### src/rtl/lcar_pkg.sv
// Package for the load-cell converter reader: tick phases, field widths and
// the command and status records passed between controller and datapath.
// Depends on nothing.
`timescale 1ns / 1ps
`default_nettype none
package lcar_pkg;

	localparam int DataBits   = 24;
	localparam int MaxSamples = 127;
	localparam int SumBits    = 32;
	localparam int CountBits  = 8;
	localparam int BitCntBits = 5;
	localparam int DivBits    = 32;

	localparam logic [1:0] OpNone    = 2'd0;
	localparam logic [1:0] OpMeasure = 2'd1;
	localparam logic [1:0] OpTare    = 2'd2;

	localparam logic [1:0] RegGainA   = 2'd0;
	localparam logic [1:0] RegScaleA  = 2'd1;
	localparam logic [1:0] RegScaleB  = 2'd2;

	localparam logic signed [31:0] ScaleOne = 32'sd65536;

	typedef enum logic [3:0] {
		PH_IDLE,
		PH_WAIT,
		PH_BIT_HI,
		PH_BIT_LO,
		PH_GAIN_HI,
		PH_GAIN_LO,
		PH_DIV,
		PH_MUL,
		PH_OUT
	} phase_t;

	typedef struct packed {
		logic       start;
		logic       clear_word;
		logic       shift_in;
		logic       accumulate;
		logic       div_start;
		logic       div_step;
		logic       mul_start;
		logic       finish;
	} dp_cmd_t;

	typedef struct packed {
		logic div_done;
		logic mul_done;
	} dp_sts_t;

endpackage
`default_nettype wire

### src/rtl/lcar_ctrl.sv
// Controller sequencing the serial read, gain pulses, division and scaling.
// Depends on lcar_pkg.
`timescale 1ns / 1ps
`default_nettype none
module lcar_ctrl (
	input  wire logic              clk,
	input  wire logic              arst_n,
	input  wire logic              tick,
	input  wire logic              req,
	input  wire logic              data_level,
	input  wire logic              req_ch,
	input  wire logic [1:0]        gain_a_pulses,
	input  wire logic [7:0]        req_n,
	input  wire lcar_pkg::dp_sts_t sts,
	output lcar_pkg::phase_t       phase,
	output lcar_pkg::dp_cmd_t      cmd,
	output logic                   clock_level,
	output logic                   busy,
	output logic                   arith_busy
);
	lcar_pkg::phase_t phase_q, phase_d;
	logic [lcar_pkg::BitCntBits-1:0] bit_q;
	logic [1:0] pulse_q;
	logic [lcar_pkg::CountBits-1:0] conv_q;
	logic [1:0] pulses;
	logic last_pulse, last_conv, final_lo;

	assign pulses = req_ch ? 2'd2 : (gain_a_pulses == 2'd0 ? 2'd1 : gain_a_pulses);
	assign last_pulse = (pulse_q + 2'd1) >= pulses;
	assign last_conv = (conv_q + 8'd1) > req_n;
	assign phase = phase_q;
	// The low tick of the last gain pulse of the last conversion is held off
	// until the average and weight are ready; it is then taken in PH_OUT.
	assign final_lo = phase_q == lcar_pkg::PH_GAIN_LO && last_pulse && last_conv;
	assign arith_busy = final_lo || phase_q == lcar_pkg::PH_DIV || phase_q == lcar_pkg::PH_MUL;

	always_comb begin
		phase_d = phase_q;
		case (phase_q)
			lcar_pkg::PH_IDLE:    if (tick && req) phase_d = lcar_pkg::PH_WAIT;
			lcar_pkg::PH_WAIT:    if (tick && !data_level) phase_d = lcar_pkg::PH_BIT_HI;
			lcar_pkg::PH_BIT_HI:  if (tick) phase_d = lcar_pkg::PH_BIT_LO;
			lcar_pkg::PH_BIT_LO: begin
				if (tick) phase_d = (bit_q == 5'(lcar_pkg::DataBits - 1)) ?
					lcar_pkg::PH_GAIN_HI : lcar_pkg::PH_BIT_HI;
			end
			lcar_pkg::PH_GAIN_HI: if (tick) phase_d = lcar_pkg::PH_GAIN_LO;
			lcar_pkg::PH_GAIN_LO: begin
				if (final_lo) phase_d = lcar_pkg::PH_DIV;
				else if (tick) begin
					if (!last_pulse) phase_d = lcar_pkg::PH_GAIN_HI;
					else phase_d = lcar_pkg::PH_WAIT;
				end
			end
			lcar_pkg::PH_DIV:     if (sts.div_done) phase_d = lcar_pkg::PH_MUL;
			lcar_pkg::PH_MUL:     if (sts.mul_done) phase_d = lcar_pkg::PH_OUT;
			lcar_pkg::PH_OUT:     if (tick) phase_d = lcar_pkg::PH_IDLE;
			default:              phase_d = lcar_pkg::PH_IDLE;
		endcase
	end

	always_comb begin
		cmd = '0;
		clock_level = 1'b0;
		busy = 1'b1;
		case (phase_q)
			lcar_pkg::PH_IDLE: begin
				busy = req;
				cmd.start = tick && req;
			end
			lcar_pkg::PH_WAIT:    cmd.clear_word = tick && !data_level;
			lcar_pkg::PH_BIT_HI:  clock_level = 1'b1;
			lcar_pkg::PH_BIT_LO:  cmd.shift_in = tick;
			lcar_pkg::PH_GAIN_HI: clock_level = 1'b1;
			lcar_pkg::PH_GAIN_LO: begin
				cmd.accumulate = (tick || last_conv) && last_pulse && conv_q != 8'd0;
				cmd.div_start = final_lo;
			end
			lcar_pkg::PH_DIV: begin
				cmd.div_step = 1'b1;
				cmd.mul_start = sts.div_done;
			end
			lcar_pkg::PH_OUT:     cmd.finish = tick;
			default:              busy = 1'b1;
		endcase
	end

	always_ff @(posedge clk or negedge arst_n) begin
		if (!arst_n) begin
			phase_q <= lcar_pkg::PH_IDLE;
			bit_q   <= '0;
			pulse_q <= '0;
			conv_q  <= '0;
		end else begin
			phase_q <= phase_d;
			if (cmd.start) conv_q <= '0;
			if (cmd.clear_word) bit_q <= '0;
			if (cmd.shift_in) begin
				bit_q <= bit_q + 5'd1;
				pulse_q <= '0;
			end
			if (phase_q == lcar_pkg::PH_GAIN_LO && tick) begin
				pulse_q <= pulse_q + 2'd1;
				if (last_pulse) conv_q <= conv_q + 8'd1;
			end
		end
	end

	property p_clock_low_idle;
		@(posedge clk) disable iff (!arst_n) phase_q == lcar_pkg::PH_IDLE |-> !clock_level;
	endproperty
	a_clock_low_idle: assert property (p_clock_low_idle) else $error("clock high while idle");

	property p_bit_range;
		@(posedge clk) disable iff (!arst_n)
			phase_q == lcar_pkg::PH_BIT_LO |-> bit_q < 5'(lcar_pkg::DataBits);
	endproperty
	a_bit_range: assert property (p_bit_range) else $error("bit counter overran");

	property p_div_follows;
		@(posedge clk) disable iff (!arst_n) cmd.div_start |=> phase_q == lcar_pkg::PH_DIV;
	endproperty
	a_div_follows: assert property (p_div_follows) else $error("divide not entered");
endmodule
`default_nettype wire

### src/rtl/lcar_datapath.sv
// Datapath: shift register, accumulator, restoring divider, serial scaling
// multiplier, channel offsets and result formation. Depends on lcar_pkg.
`timescale 1ns / 1ps
`default_nettype none
module lcar_datapath (
	input  wire logic               clk,
	input  wire logic               arst_n,
	input  wire lcar_pkg::dp_cmd_t  cmd,
	input  wire logic               data_level,
	input  wire logic               req_ch,
	input  wire logic               req_tare,
	input  wire logic [7:0]         req_n,
	input  wire logic signed [31:0] inv_scale_a,
	input  wire logic signed [31:0] inv_scale_b,
	output lcar_pkg::dp_sts_t       sts,
	output logic signed [23:0]      raw_average,
	output logic signed [24:0]      net_value,
	output logic signed [31:0]      weight
);
	logic [23:0] word_q;
	logic signed [31:0] sum_q;
	logic signed [31:0] sum_next;
	logic signed [23:0] off_a_q, off_b_q;
	// divider (magnitude, restoring, one bit per cycle)
	logic [31:0] quo_q;
	logic [8:0]  rem_q;
	logic [5:0]  dcnt_q;
	logic        neg_q;
	logic [8:0]  rem_sh;
	// multiplier (shift-add, one bit per cycle)
	logic [5:0]  mcnt_q;
	logic        mbusy_q;
	logic signed [63:0] acc_q;
	logic signed [63:0] mcand_q;
	logic [31:0] mplier_q;
	logic signed [23:0] avg_q;
	logic signed [24:0] net_q;
	logic signed [31:0] scale;
	logic signed [63:0] wide;
	logic signed [47:0] shifted;

	assign rem_sh = {rem_q[7:0], quo_q[31]};
	assign sts.div_done = dcnt_q == 6'd32;
	assign sts.mul_done = mbusy_q && mcnt_q == 6'd32;
	assign scale = req_ch ? inv_scale_b : inv_scale_a;
	// The last conversion is added in the same cycle the divider loads.
	assign sum_next = cmd.accumulate ? sum_q + 32'(signed'(word_q)) : sum_q;

	always_ff @(posedge clk or negedge arst_n) begin
		if (!arst_n) begin
			off_a_q <= '0;
			off_b_q <= '0;
			sum_q   <= '0;
			word_q  <= '0;
			dcnt_q  <= '0;
			mbusy_q <= 1'b0;
			mcnt_q  <= '0;
		end else begin
			if (cmd.start) sum_q <= '0;
			if (cmd.clear_word) word_q <= '0;
			if (cmd.shift_in) word_q <= {word_q[22:0], data_level};
			if (cmd.accumulate) sum_q <= sum_next;
			if (cmd.div_start) begin
				neg_q  <= sum_next[31];
				quo_q  <= sum_next[31] ? 32'(-sum_next) : sum_next;
				rem_q  <= '0;
				dcnt_q <= '0;
			end else if (cmd.div_step && !sts.div_done) begin
				if (rem_sh >= {1'b0, req_n}) begin
					rem_q <= rem_sh - {1'b0, req_n};
					quo_q <= {quo_q[30:0], 1'b1};
				end else begin
					rem_q <= rem_sh;
					quo_q <= {quo_q[30:0], 1'b0};
				end
				dcnt_q <= dcnt_q + 6'd1;
			end
			if (cmd.mul_start) begin
				avg_q   <= neg_q ? 24'(-quo_q) : quo_q[23:0];
				net_q   <= (neg_q ? 25'(signed'(24'(-quo_q))) : 25'(signed'(quo_q[23:0])))
					- 25'(req_ch ? off_b_q : off_a_q);
				mcand_q <= 64'(neg_q ? signed'(24'(-quo_q)) : signed'(quo_q[23:0]))
					- 64'(req_ch ? off_b_q : off_a_q);
				mplier_q <= (scale == 32'sd0) ? lcar_pkg::ScaleOne : scale;
				acc_q   <= '0;
				mcnt_q  <= '0;
				mbusy_q <= 1'b1;
				dcnt_q  <= '0;
			end else if (mbusy_q && !sts.mul_done) begin
				// Two's complement multiplier: top bit weighs negative.
				if (mplier_q[0])
					acc_q <= (mcnt_q == 6'd31) ? acc_q - (mcand_q <<< mcnt_q)
						: acc_q + (mcand_q <<< mcnt_q);
				mplier_q <= mplier_q >> 1;
				mcnt_q <= mcnt_q + 6'd1;
			end
			if (cmd.finish) begin
				mbusy_q <= 1'b0;
				if (req_tare) begin
					if (req_ch) off_b_q <= avg_q;
					else off_a_q <= avg_q;
				end
			end
		end
	end

	assign wide = acc_q;
	assign shifted = 48'(wide >>> 16);
	always_comb begin
		raw_average = avg_q;
		net_value = req_tare ? 25'sd0 : net_q;
		if (req_tare) weight = 32'sd0;
		else if (shifted > 48'sh7FFFFFFF) weight = 32'sh7FFFFFFF;
		else if (shifted < -48'sh80000000) weight = 32'sh80000000;
		else weight = shifted[31:0];
	end

	property p_div_bound;
		@(posedge clk) disable iff (!arst_n) dcnt_q <= 6'd32;
	endproperty
	a_div_bound: assert property (p_div_bound) else $error("divider count overran");

	property p_rem_bound;
		@(posedge clk) disable iff (!arst_n) cmd.div_step && dcnt_q != 6'd0 |-> rem_q < {1'b0, req_n};
	endproperty
	a_rem_bound: assert property (p_rem_bound) else $error("remainder out of range");

	property p_mul_bound;
		@(posedge clk) disable iff (!arst_n) mcnt_q <= 6'd32;
	endproperty
	a_mul_bound: assert property (p_mul_bound) else $error("multiplier count overran");
endmodule
`default_nettype wire

### src/rtl/load_cell_adc_reader_core.sv
// Load-cell converter serial reader. Each accepted word is one pin tick and
// yields exactly one result word, registered in the cycle after it is taken.
// The completion tick is held back after the last gain high tick while the
// last sample is added, the 32-step divider runs and then the 32-step
// shift-add multiplier runs.
// Reset (arst_n low) clears state and offsets, sets gain pulses to 1 and both scales to 1.0.
`timescale 1ns / 1ps
`default_nettype none
module load_cell_adc_reader_core (
	input  wire logic        clk,
	input  wire logic        arst_n,
	input  wire logic        cfg_we,
	input  wire logic [1:0]  cfg_index,
	input  wire logic [31:0] cfg_data,
	input  wire logic        in_valid,
	output logic             in_ready,
	input  wire logic [1:0]  operation,
	input  wire logic        channel,
	input  wire logic [6:0]  sample_count,
	input  wire logic        data_level,
	output logic             out_valid,
	input  wire logic        out_ready,
	output logic             clock_level,
	output logic             busy_res,
	output logic             done_res,
	output logic [23:0]      raw_average,
	output logic [24:0]      net_value,
	output logic [31:0]      weight
);
	// Configuration registers.
	logic [1:0] gain_q;
	logic signed [31:0] scale_a_q, scale_b_q;
	always_ff @(posedge clk or negedge arst_n) begin
		if (!arst_n) begin
			gain_q <= 2'd1;
			scale_a_q <= lcar_pkg::ScaleOne;
			scale_b_q <= lcar_pkg::ScaleOne;
		end else if (cfg_we) begin
			case (cfg_index)
				lcar_pkg::RegGainA:  gain_q <= cfg_data[1:0];
				lcar_pkg::RegScaleA: scale_a_q <= cfg_data;
				lcar_pkg::RegScaleB: scale_b_q <= cfg_data;
				default: ;
			endcase
		end
	end

	// Latched request.
	logic req_ch_q, req_tare_q;
	logic [7:0] req_n_q;
	logic req, tick, out_free, arith_busy;
	lcar_pkg::phase_t phase;
	lcar_pkg::dp_cmd_t cmd;
	lcar_pkg::dp_sts_t sts;
	logic clk_lvl, busy;
	logic signed [23:0] avg;
	logic signed [24:0] net;
	logic signed [31:0] wgt;

	// A word is taken only when the output register is empty or draining,
	// and never while the arithmetic units are working.
	assign out_free = !out_valid || out_ready;
	assign in_ready = out_free && !arith_busy;
	assign tick = in_valid && in_ready;
	assign req = operation == lcar_pkg::OpMeasure || operation == lcar_pkg::OpTare;

	always_ff @(posedge clk or negedge arst_n) begin
		if (!arst_n) begin
			req_ch_q <= 1'b0;
			req_tare_q <= 1'b0;
			req_n_q <= 8'd0;
		end else if (cmd.start) begin
			req_ch_q <= channel;
			req_tare_q <= operation == lcar_pkg::OpTare;
			req_n_q <= (sample_count == 7'd0) ? 8'd1 : {1'b0, sample_count};
		end
	end

	lcar_ctrl u_ctrl (
		.clk, .arst_n, .tick, .req, .data_level,
		.req_ch(req_ch_q), .gain_a_pulses(gain_q), .req_n(req_n_q),
		.sts, .phase, .cmd, .clock_level(clk_lvl), .busy, .arith_busy
	);

	lcar_datapath u_dp (
		.clk, .arst_n, .cmd, .data_level,
		.req_ch(req_ch_q), .req_tare(req_tare_q), .req_n(req_n_q),
		.inv_scale_a(scale_a_q), .inv_scale_b(scale_b_q),
		.sts, .raw_average(avg), .net_value(net), .weight(wgt)
	);

	// Output register: one result word per accepted tick.
	always_ff @(posedge clk or negedge arst_n) begin
		if (!arst_n) begin
			out_valid <= 1'b0;
		end else begin
			if (tick) out_valid <= 1'b1;
			else if (out_ready) out_valid <= 1'b0;
		end
	end
	always_ff @(posedge clk) begin
		if (tick) begin
			clock_level <= clk_lvl;
			busy_res <= busy;
			done_res <= cmd.finish;
			raw_average <= cmd.finish ? avg : 24'd0;
			net_value <= cmd.finish ? net : 25'd0;
			weight <= cmd.finish ? wgt : 32'd0;
		end
	end

	property p_done_busy;
		@(posedge clk) disable iff (!arst_n) out_valid && done_res |-> busy_res;
	endproperty
	a_done_busy: assert property (p_done_busy) else $error("done without busy");

	property p_hold;
		@(posedge clk) disable iff (!arst_n) out_valid && !out_ready |=> out_valid;
	endproperty
	a_hold: assert property (p_hold) else $error("result word dropped");

	property p_no_take_busy_units;
		@(posedge clk) disable iff (!arst_n) phase == lcar_pkg::PH_DIV |-> !in_ready;
	endproperty
	a_no_take: assert property (p_no_take_busy_units) else $error("word taken mid-divide");
endmodule
`default_nettype wire

### config.mk
export PLATFORM = sky130hd
export DESIGN_NAME = load_cell_adc_reader_core
export DESIGN_NICKNAME = d
export VERILOG_FILES = /design/src/rtl/lcar_pkg.sv /design/src/rtl/lcar_ctrl.sv /design/src/rtl/lcar_datapath.sv /design/src/rtl/load_cell_adc_reader_core.sv
export SDC_FILE = /design/constraint.sdc
export NUM_CORES = 1
export LEC_CHECK = 0
export ABC_AREA = 1
export BUFFER_PORTS_ARGS = -buffer_cell sky130_fd_sc_hd__buf_2
export CAP_MARGIN = 20
export CORE_MARGIN = 2
export CORE_UTILIZATION = 60
export CTS_BUF_LIST = sky130_fd_sc_hd__clkbuf_4 sky130_fd_sc_hd__clkbuf_8 sky130_fd_sc_hd__clkbuf_16
export DETAILED_ROUTE_END_ITERATION = 8
export PLACE_DENSITY = 0.78
export SLEW_MARGIN = 30
export SYNTH_ARGS = -nofsm -noshare
export SYNTH_HDL_FRONTEND = slang
export SYNTH_SLANG_ARGS = --single-unit
### constraint.sdc
create_clock -name clk -period 15.65 [get_ports clk]
set_clock_uncertainty 0.1 [all_clocks]
set_input_delay 0.7825 -clock clk [delete_from_list [all_inputs] [get_ports clk]]
set_output_delay 0.7825 -clock clk [all_outputs]
set_load 0.005 [all_outputs]
==> impl_metrics.json, run 1 <==
{
  "track_usage": 0.3444,
  "grtUsageMet3": 0.04473,
  "grtUsageMet2": 0.5587,
  "slew_headroom": 0.4117,
  "wirelength_um": 108800,
  "final_util": 0.6577,
  "status": "finished clean",
  "layout-drive-gt1-share": 0.08360,
  "clockBufferDepth": 3,
  "syn_avg_cell_area_um2": 7.554,
  "cts.reportedPaths.clkPinSlew_ns": 0.06,
  "antenna_found_initial": 2,
  "grt_overflow": 0,
  "finalSetupTns_ns": 0,
  "post-synth-top-count-cell": "nand2_1",
  "numPortBuffers": 135,
  "dp_hpwl_um": 81560,
  "worst_r2r_path_depth": 36,
  "hold_viol_final": 0,
  "cts_sinks": 521,
  "floorplan.initialDensity": 0.6068,
  "insertion_delay_ns": 0.64,
  "synth_edf_count": 309,
  "fin_crit_sh": 0.4134,
  "die_w_um": 250.8,
  "clock-root-buffer": "clkbuf_16",
  "cts-resized-gates": 0,
  "synth_ff_type": "edfxtp_1",
  "crit_required_ns": 16.06,
  "arrival_ns": 6.88,
  "cp_slowest_stage_delay_ns": 0.53,
  "synth_seq_area_share": 0.3991,
  "worst_pin_slew_ns": 0.8825,
  "grt.busiest_layer": "met2",
  "grt_util_met1": 0.4868,
  "synthArstFlopShare": 0.4069,
  "p_per_area_mw_per_mm2": 77.02,
  "maxSlewViolCount": 0,
  "area_growth_pct": 8.386,
  "syn-cell-area_mm2": 0.03656,
  "die-area_mm2": 0.06292,
  "grt_pass1_wl_um": 173000,
  "cp_slowest_cell": "o21ai_1",
  "row_count": 90,
  "yosysWarningCount": 0,
  "synth_seq_cells": 521,
  "h-tree-depth": 2,
  "crit_top_cell": "nand2_1",
  "cp-end-kind": "flop",
  "critPathKind": "reg -> reg",
  "fmax_mhz": 154.6,
  "leakage_uw": 0.01870,
  "start_kind": "flop",
  "whs_path_depth": 3,
  "yosysTopAreaCellShare": 0.2538,
  "synthTopCellsByArea": "edfxtp_1 25%, dfrtp_1 14%, nand2_1 11%",
  "post_cts_buffers": 0,
  "grt_pass1_vias": 31560,
  "dr.pass1.iters": 6,
  "ant_nets": 0,
  "ir_worst_vdd_mv": 0.1108,
  "drt_first_iter_violations": 3778,
  "yosysTopAreaCell": "edfxtp_1",
  "maxCapViolCount": 0,
  "viasPerCell": 5.937,
  "core_mm2": 0.06025,
  "grt_start_max_net_pins": 125,
  "syn_nets": 5047,
  "ios": 136,
  "place_congestion": 1.052,
  "final.min_clock_period_ns": 6.469,
  "wl_per_cell_um": 19.06,
  "hp-class": "in -> reg",
  "netlist_top_cells_count": "1076 x nand2_1, 593 x nand3_1, 552 x inv_1",
  "path_max_fanout": 68,
  "drc": 0,
  "rsz0062_at_grt": "false",
  "diodes": 0,
  "synthCells": 4839,
  "cts_buffers": 54,
  "setup_viol": 0,
  "layout.nets": 5091,
  "vias": 33900,
  "ys_types": 67,
  "cts_tree": "done",
  "fp.dieH_um": 250.8,
  "postCtsHoldBufs": 1
}
path summary, 6_finish.rpt:
check                                     start               to  slack [ns]
worst max register to register   u_dp.mcnt_q[0]   u_dp.acc_q[48]        9.18
worst min register to register    scale_a_q[20]    scale_a_q[20]        0.39
worst max-delay path             u_dp.mcnt_q[0]   u_dp.acc_q[48]        9.18
worst min-delay path            sample_count[6]       req_n_q[6]        0.27
min in group asynchronous                arst_n  u_ctrl.bit_q[3]        0.54
max in group asynchronous                arst_n    scale_a_q[26]       13.81
flip-flops by register name (all words and copies together), names as in the netlist, 4 cells and up:
name,cells
u_dp.mplier_q,32
u_dp.raw_average,24
req_n_q,7
u_dp.off_a_q,24
weight,32
net_value,25
u_ctrl.conv_q,8
u_ctrl.phase,4
u_dp.sum_q,32
u_dp.off_b_q,24
u_ctrl.bit_q,5
u_dp.dcnt_q,6
scale_a_q,32
u_dp.rem_q,8
u_dp.net_q,24
scale_b_q,32
u_dp.word_q,24
u_dp.mcand_q,40
u_dp.mcnt_q,6
u_dp.quo_q,32
raw_average,24
u_dp.acc_q,64
worst max-delay path: cells and delay by family, from the launching register on:
kind | cells | cell delay, ns
buffers and inverters | 5 | 1.17
AO/OA/AOI/OAI | 5 | 1.28
adder cells (fa/ha/maj) | 2 | 0.58
flip-flops | 1 | 0.34
AND/OR/NAND/NOR | 23 | 2.68
XOR/XNOR | 1 | 0.18
through the flow:
step	setup slack, ns	cell area, um2	hold slack [ns]	cells	power (uW)
after floorplan	9.635	36560	0.3510	4839	1649
after global placement	8.999	37630	0.3607	5605	1715
after detailed placement	9.001	37740	0.3698	5608	1719
after CTS	9.033	39620	0.2429	5710	3069
after global routing	8.622	39620	0.2653	5710	3149
final	9.181	39620	0.2723	5710	3052
where the power goes:
part	internal (uW)	switching, uW	total, uW
clock network	775	581	1360
logic	63.4	117	180
registers	1490	26.8	1520
layer usage:
| layer | vias up | wire length, um |
|---|---|---|
| li1 | 16360 | - |
| met1 | 15970 | 47440 |
| met2 | 1394 | 49870 |
| met3 | 175 | 8490 |
| met4 | 0 | 3050 |
| met5 | - | 0 |
area by class of cell:
type	instances	area, um2
fillers	5247	20620
multi-input cells	3551	18950
flip-flops and latches	521	14600
inverters	587	2213
clock buffers	64	1469
repair buffers	168	1016
well taps	782	978.4
clock inverters	37	397.9
cell families after synthesis:
logic type	after synthesis	share of synthesized area
AOI/OAI and AO/OA	894	0.1364
xor gates and xnor gates	175	0.04193
adders and majority gates	158	0.05675
buffers and inverters	767	0.08444
DFF	521	0.3991
muxes	30	0.008215
and+or+nand+nor	2294	0.2732
placed cells by master, fill, tap and decap left out, types with 7 or more instances in the layout:
master,Yosys,final
nor4_1,14,14
nand2_2,32,32
o21ai_0,377,376
nand3b_1,8,8
o211ai_1,21,21
clkinv_1,4,9
ha_1,145,145
a21oi_1,273,272
nand3_2,12,12
buf_4,16,26
nor2_1,414,409
inv_2,29,27
nand3_1,593,591
o31ai_1,7,7
o21bai_1,39,39
or2_2,8,9
xnor2_1,57,57
nor2_2,18,21
o21ai_2,7,8
xor2_1,118,118
o21a_1,20,20
nand2_1,1076,1076
o21ai_1,28,28
a21o_1,11,11
fa_1,13,13
o22ai_1,32,32
dfrtp_1,209,205
inv_1,552,551
nand4_1,56,56
nor3_1,35,35
mux2i_1,30,30
a31oi_1,48,48
buf_2,46,134
edfxtp_1,309,309
clkinv_2,1,15
clkbuf_16,0,55
No activity file was read; power rests on OpenSTA's default activity.
==> run 2, diff against run 1 <==
==> constraint.sdc (replaced) <==
create_clock -name clk -period 6.12 [get_ports clk]
set_clock_uncertainty 0.1 [all_clocks]
set_input_delay 0.306 -clock clk [delete_from_list [all_inputs] [get_ports clk]]
set_output_delay 0.306 -clock clk [all_outputs]
set_load 0.005 [all_outputs]
==> impl_metrics.json, run 2 (synthesized netlist as in run 1, its figures left out) <==
{
  "maxSlewViolCount": 0,
  "maxCapViolCount": 0,
  "layout_common_cells": "1076 x nand2_1, 591 x nand3_1, 551 x inv_1",
  "cts_sinks": 521,
  "row_count": 90,
  "finalSetupTns_ns": 0,
  "path_max_fanout": 38,
  "start_kind": "flop",
  "rsz0062_at_grt": "false",
  "reg_top3": "u_dp.acc_q x64, u_dp.mcand_q x40",
  "cp-endpoint": "u_dp.acc_q[58]",
  "r2r_slack_ns": 0.40,
  "whs_ns": 0.03628,
  "place_congestion": 1.020,
  "die-area_mm2": 0.06292,
  "area_growth_pct": 10.37,
  "cts_buffers": 55,
  "wirelength_um": 110600,
  "arrival_ns": 6.03,
  "drt_first_iter_violations": 3947,
  "ir_worst_vdd_mv": 0.3255,
  "grt_overflow": 0,
  "setup_viol": 0,
  "insertion_delay_ns": 0.65,
  "top_register": "u_dp.acc_q",
  "die_w_um": 250.8,
  "hold_viol_final": 0,
  "fp.dieH_um": 250.8,
  "fin_crit_sh": 0.9345,
  "cp_slowest_cell": "a21boi_0",
  "cts.reportedPaths.clkPinSlew_ns": 0.07,
  "grt_pass1_vias": 32210,
  "layout.nets": 5156,
  "drc": 0,
  "ios": 136,
  "worst_r2r_path_depth": 28,
  "final_common_cell": "nand2_1",
  "numPortBuffers": 135,
  "core_mm2": 0.06025,
  "startpoint": "u_dp.mcnt_q[0]",
  "h-tree-depth": 2,
  "grt_pass1_wl_um": 173800,
  "largest_reg_flops": 64,
  "wl_per_cell_um": 19.15,
  "grt_start_max_net_pins": 147,
  "timing.rr.end": "u_dp.acc_q[58]",
  "clockBufferDepth": 3,
  "dp_hpwl_um": 81550,
  "leakage_uw": 0.01905,
  "viasPerCell": 5.925,
  "floorplan.initialDensity": 0.6068,
  "status": "finished clean",
  "cts_tree": "done",
  "track_usage": 0.3475,
  "p_per_area_mw_per_mm2": 198.5,
  "layout-drive-gt1-share": 0.08649,
  "whs_path_depth": 3,
  "cp-end-kind": "flop",
  "cp_slowest_stage_delay_ns": 0.61,
  "reg2reg_from": "u_dp.mcnt_q[0]",
  "fmax_mhz": 174.9,
  "worst_pin_slew_ns": 0.9928,
  "antenna_found_initial": 2,
  "crit_required_ns": 6.43,
  "dr.pass1.iters": 6,
  "slew_headroom": 0.3366,
  "final.min_clock_period_ns": 5.719,
  "critPathKind": "reg -> reg",
  "post_cts_buffers": 0,
  "ant_nets": 0,
  "diodes": 0,
  "final.fill_count": 5057,
  "vias": 34230,
  "clock-root-buffer": "clkbuf_16",
  "hp-class": "in -> reg",
  "crit_top_cell": "nand2_1"
}
run 2: worst max-delay path, delay by kind of cell (launching register included):
| family | cells | cell delay [ns] |
|---|---|---|
| AO/OA/AOI/OAI | 8 | 2.16 |
| adder cells (fa/ha/maj) | 2 | 0.63 |
| buffers and inverters | 4 | 0.55 |
| flip-flops | 1 | 0.47 |
| AND/OR/NAND/NOR | 14 | 1.56 |
run 2: worst min path at each step:
stage	slack, ns	start	endpoint
final	0.04	cfg_we	gain_q[0]
after global routing	0.03	cfg_we	gain_q[0]
after CTS	0.005	in_valid	out_valid
after detailed placement	0.21	arst_n	u_dp.sum_q[10]
after global placement	0.22	arst_n	u_dp.sum_q[10]
after floorplan	-0.09	arst_n	gain_q[1]
run 2: power breakdown:
| part | internal [uW] | switching, uW |
|---|---|---|
| clock | 2110 | 1530 |
| combinational | 181 | 310 |
| sequential | 3810 | 71.1 |
run 2: per-stage QoR:
stage               instance area (um2)  power (uW)  utilization  worst slack [ns]  cells
floorplan                         36560        4217            -            0.1045   4839
CTS                               40340        8022       0.6696            0.5611   5777
global route                      40350        8237       0.6697          0.008511   5777
global placement                  37840        4379       0.6280            0.6526   5625
finish                            40350        8010       0.6697            0.4009   5777
detailed placement                37910        4393       0.6292            0.5741   5627
run 2: layout make-up:
cell class / instances / area (um2) / share of cell area
clock buffer: 69 / 1554 / 0.03852
clock inverter: 35 / 419.2 / 0.01039
inverter: 587 / 2211 / 0.05480
timing repair buffer: 232 / 1639 / 0.04063
tap: 782 / 978.4 / 0.02425
multi-input combinational: 3551 / 18950 / 0.4697
sequential: 521 / 14590 / 0.3617
run 2: what timing repair did:
action	in CTS	in global routing
hold buffers	46	0
hold endpoints to repair	96	0
resized for setup	0	1
setup endpoints to repair	0	4
run 2: metal layers:
metal	global-route usage	routed length, um	part of all wire	vias up
met5	0	0	0	-
met4	0.1098	3558	0.032	0
met3	0.05177	8832	0.080	223
met2	0.5633	50970	0.46	1472
met1	0.4827	47280	0.43	16040
li1	-	-	-	16490
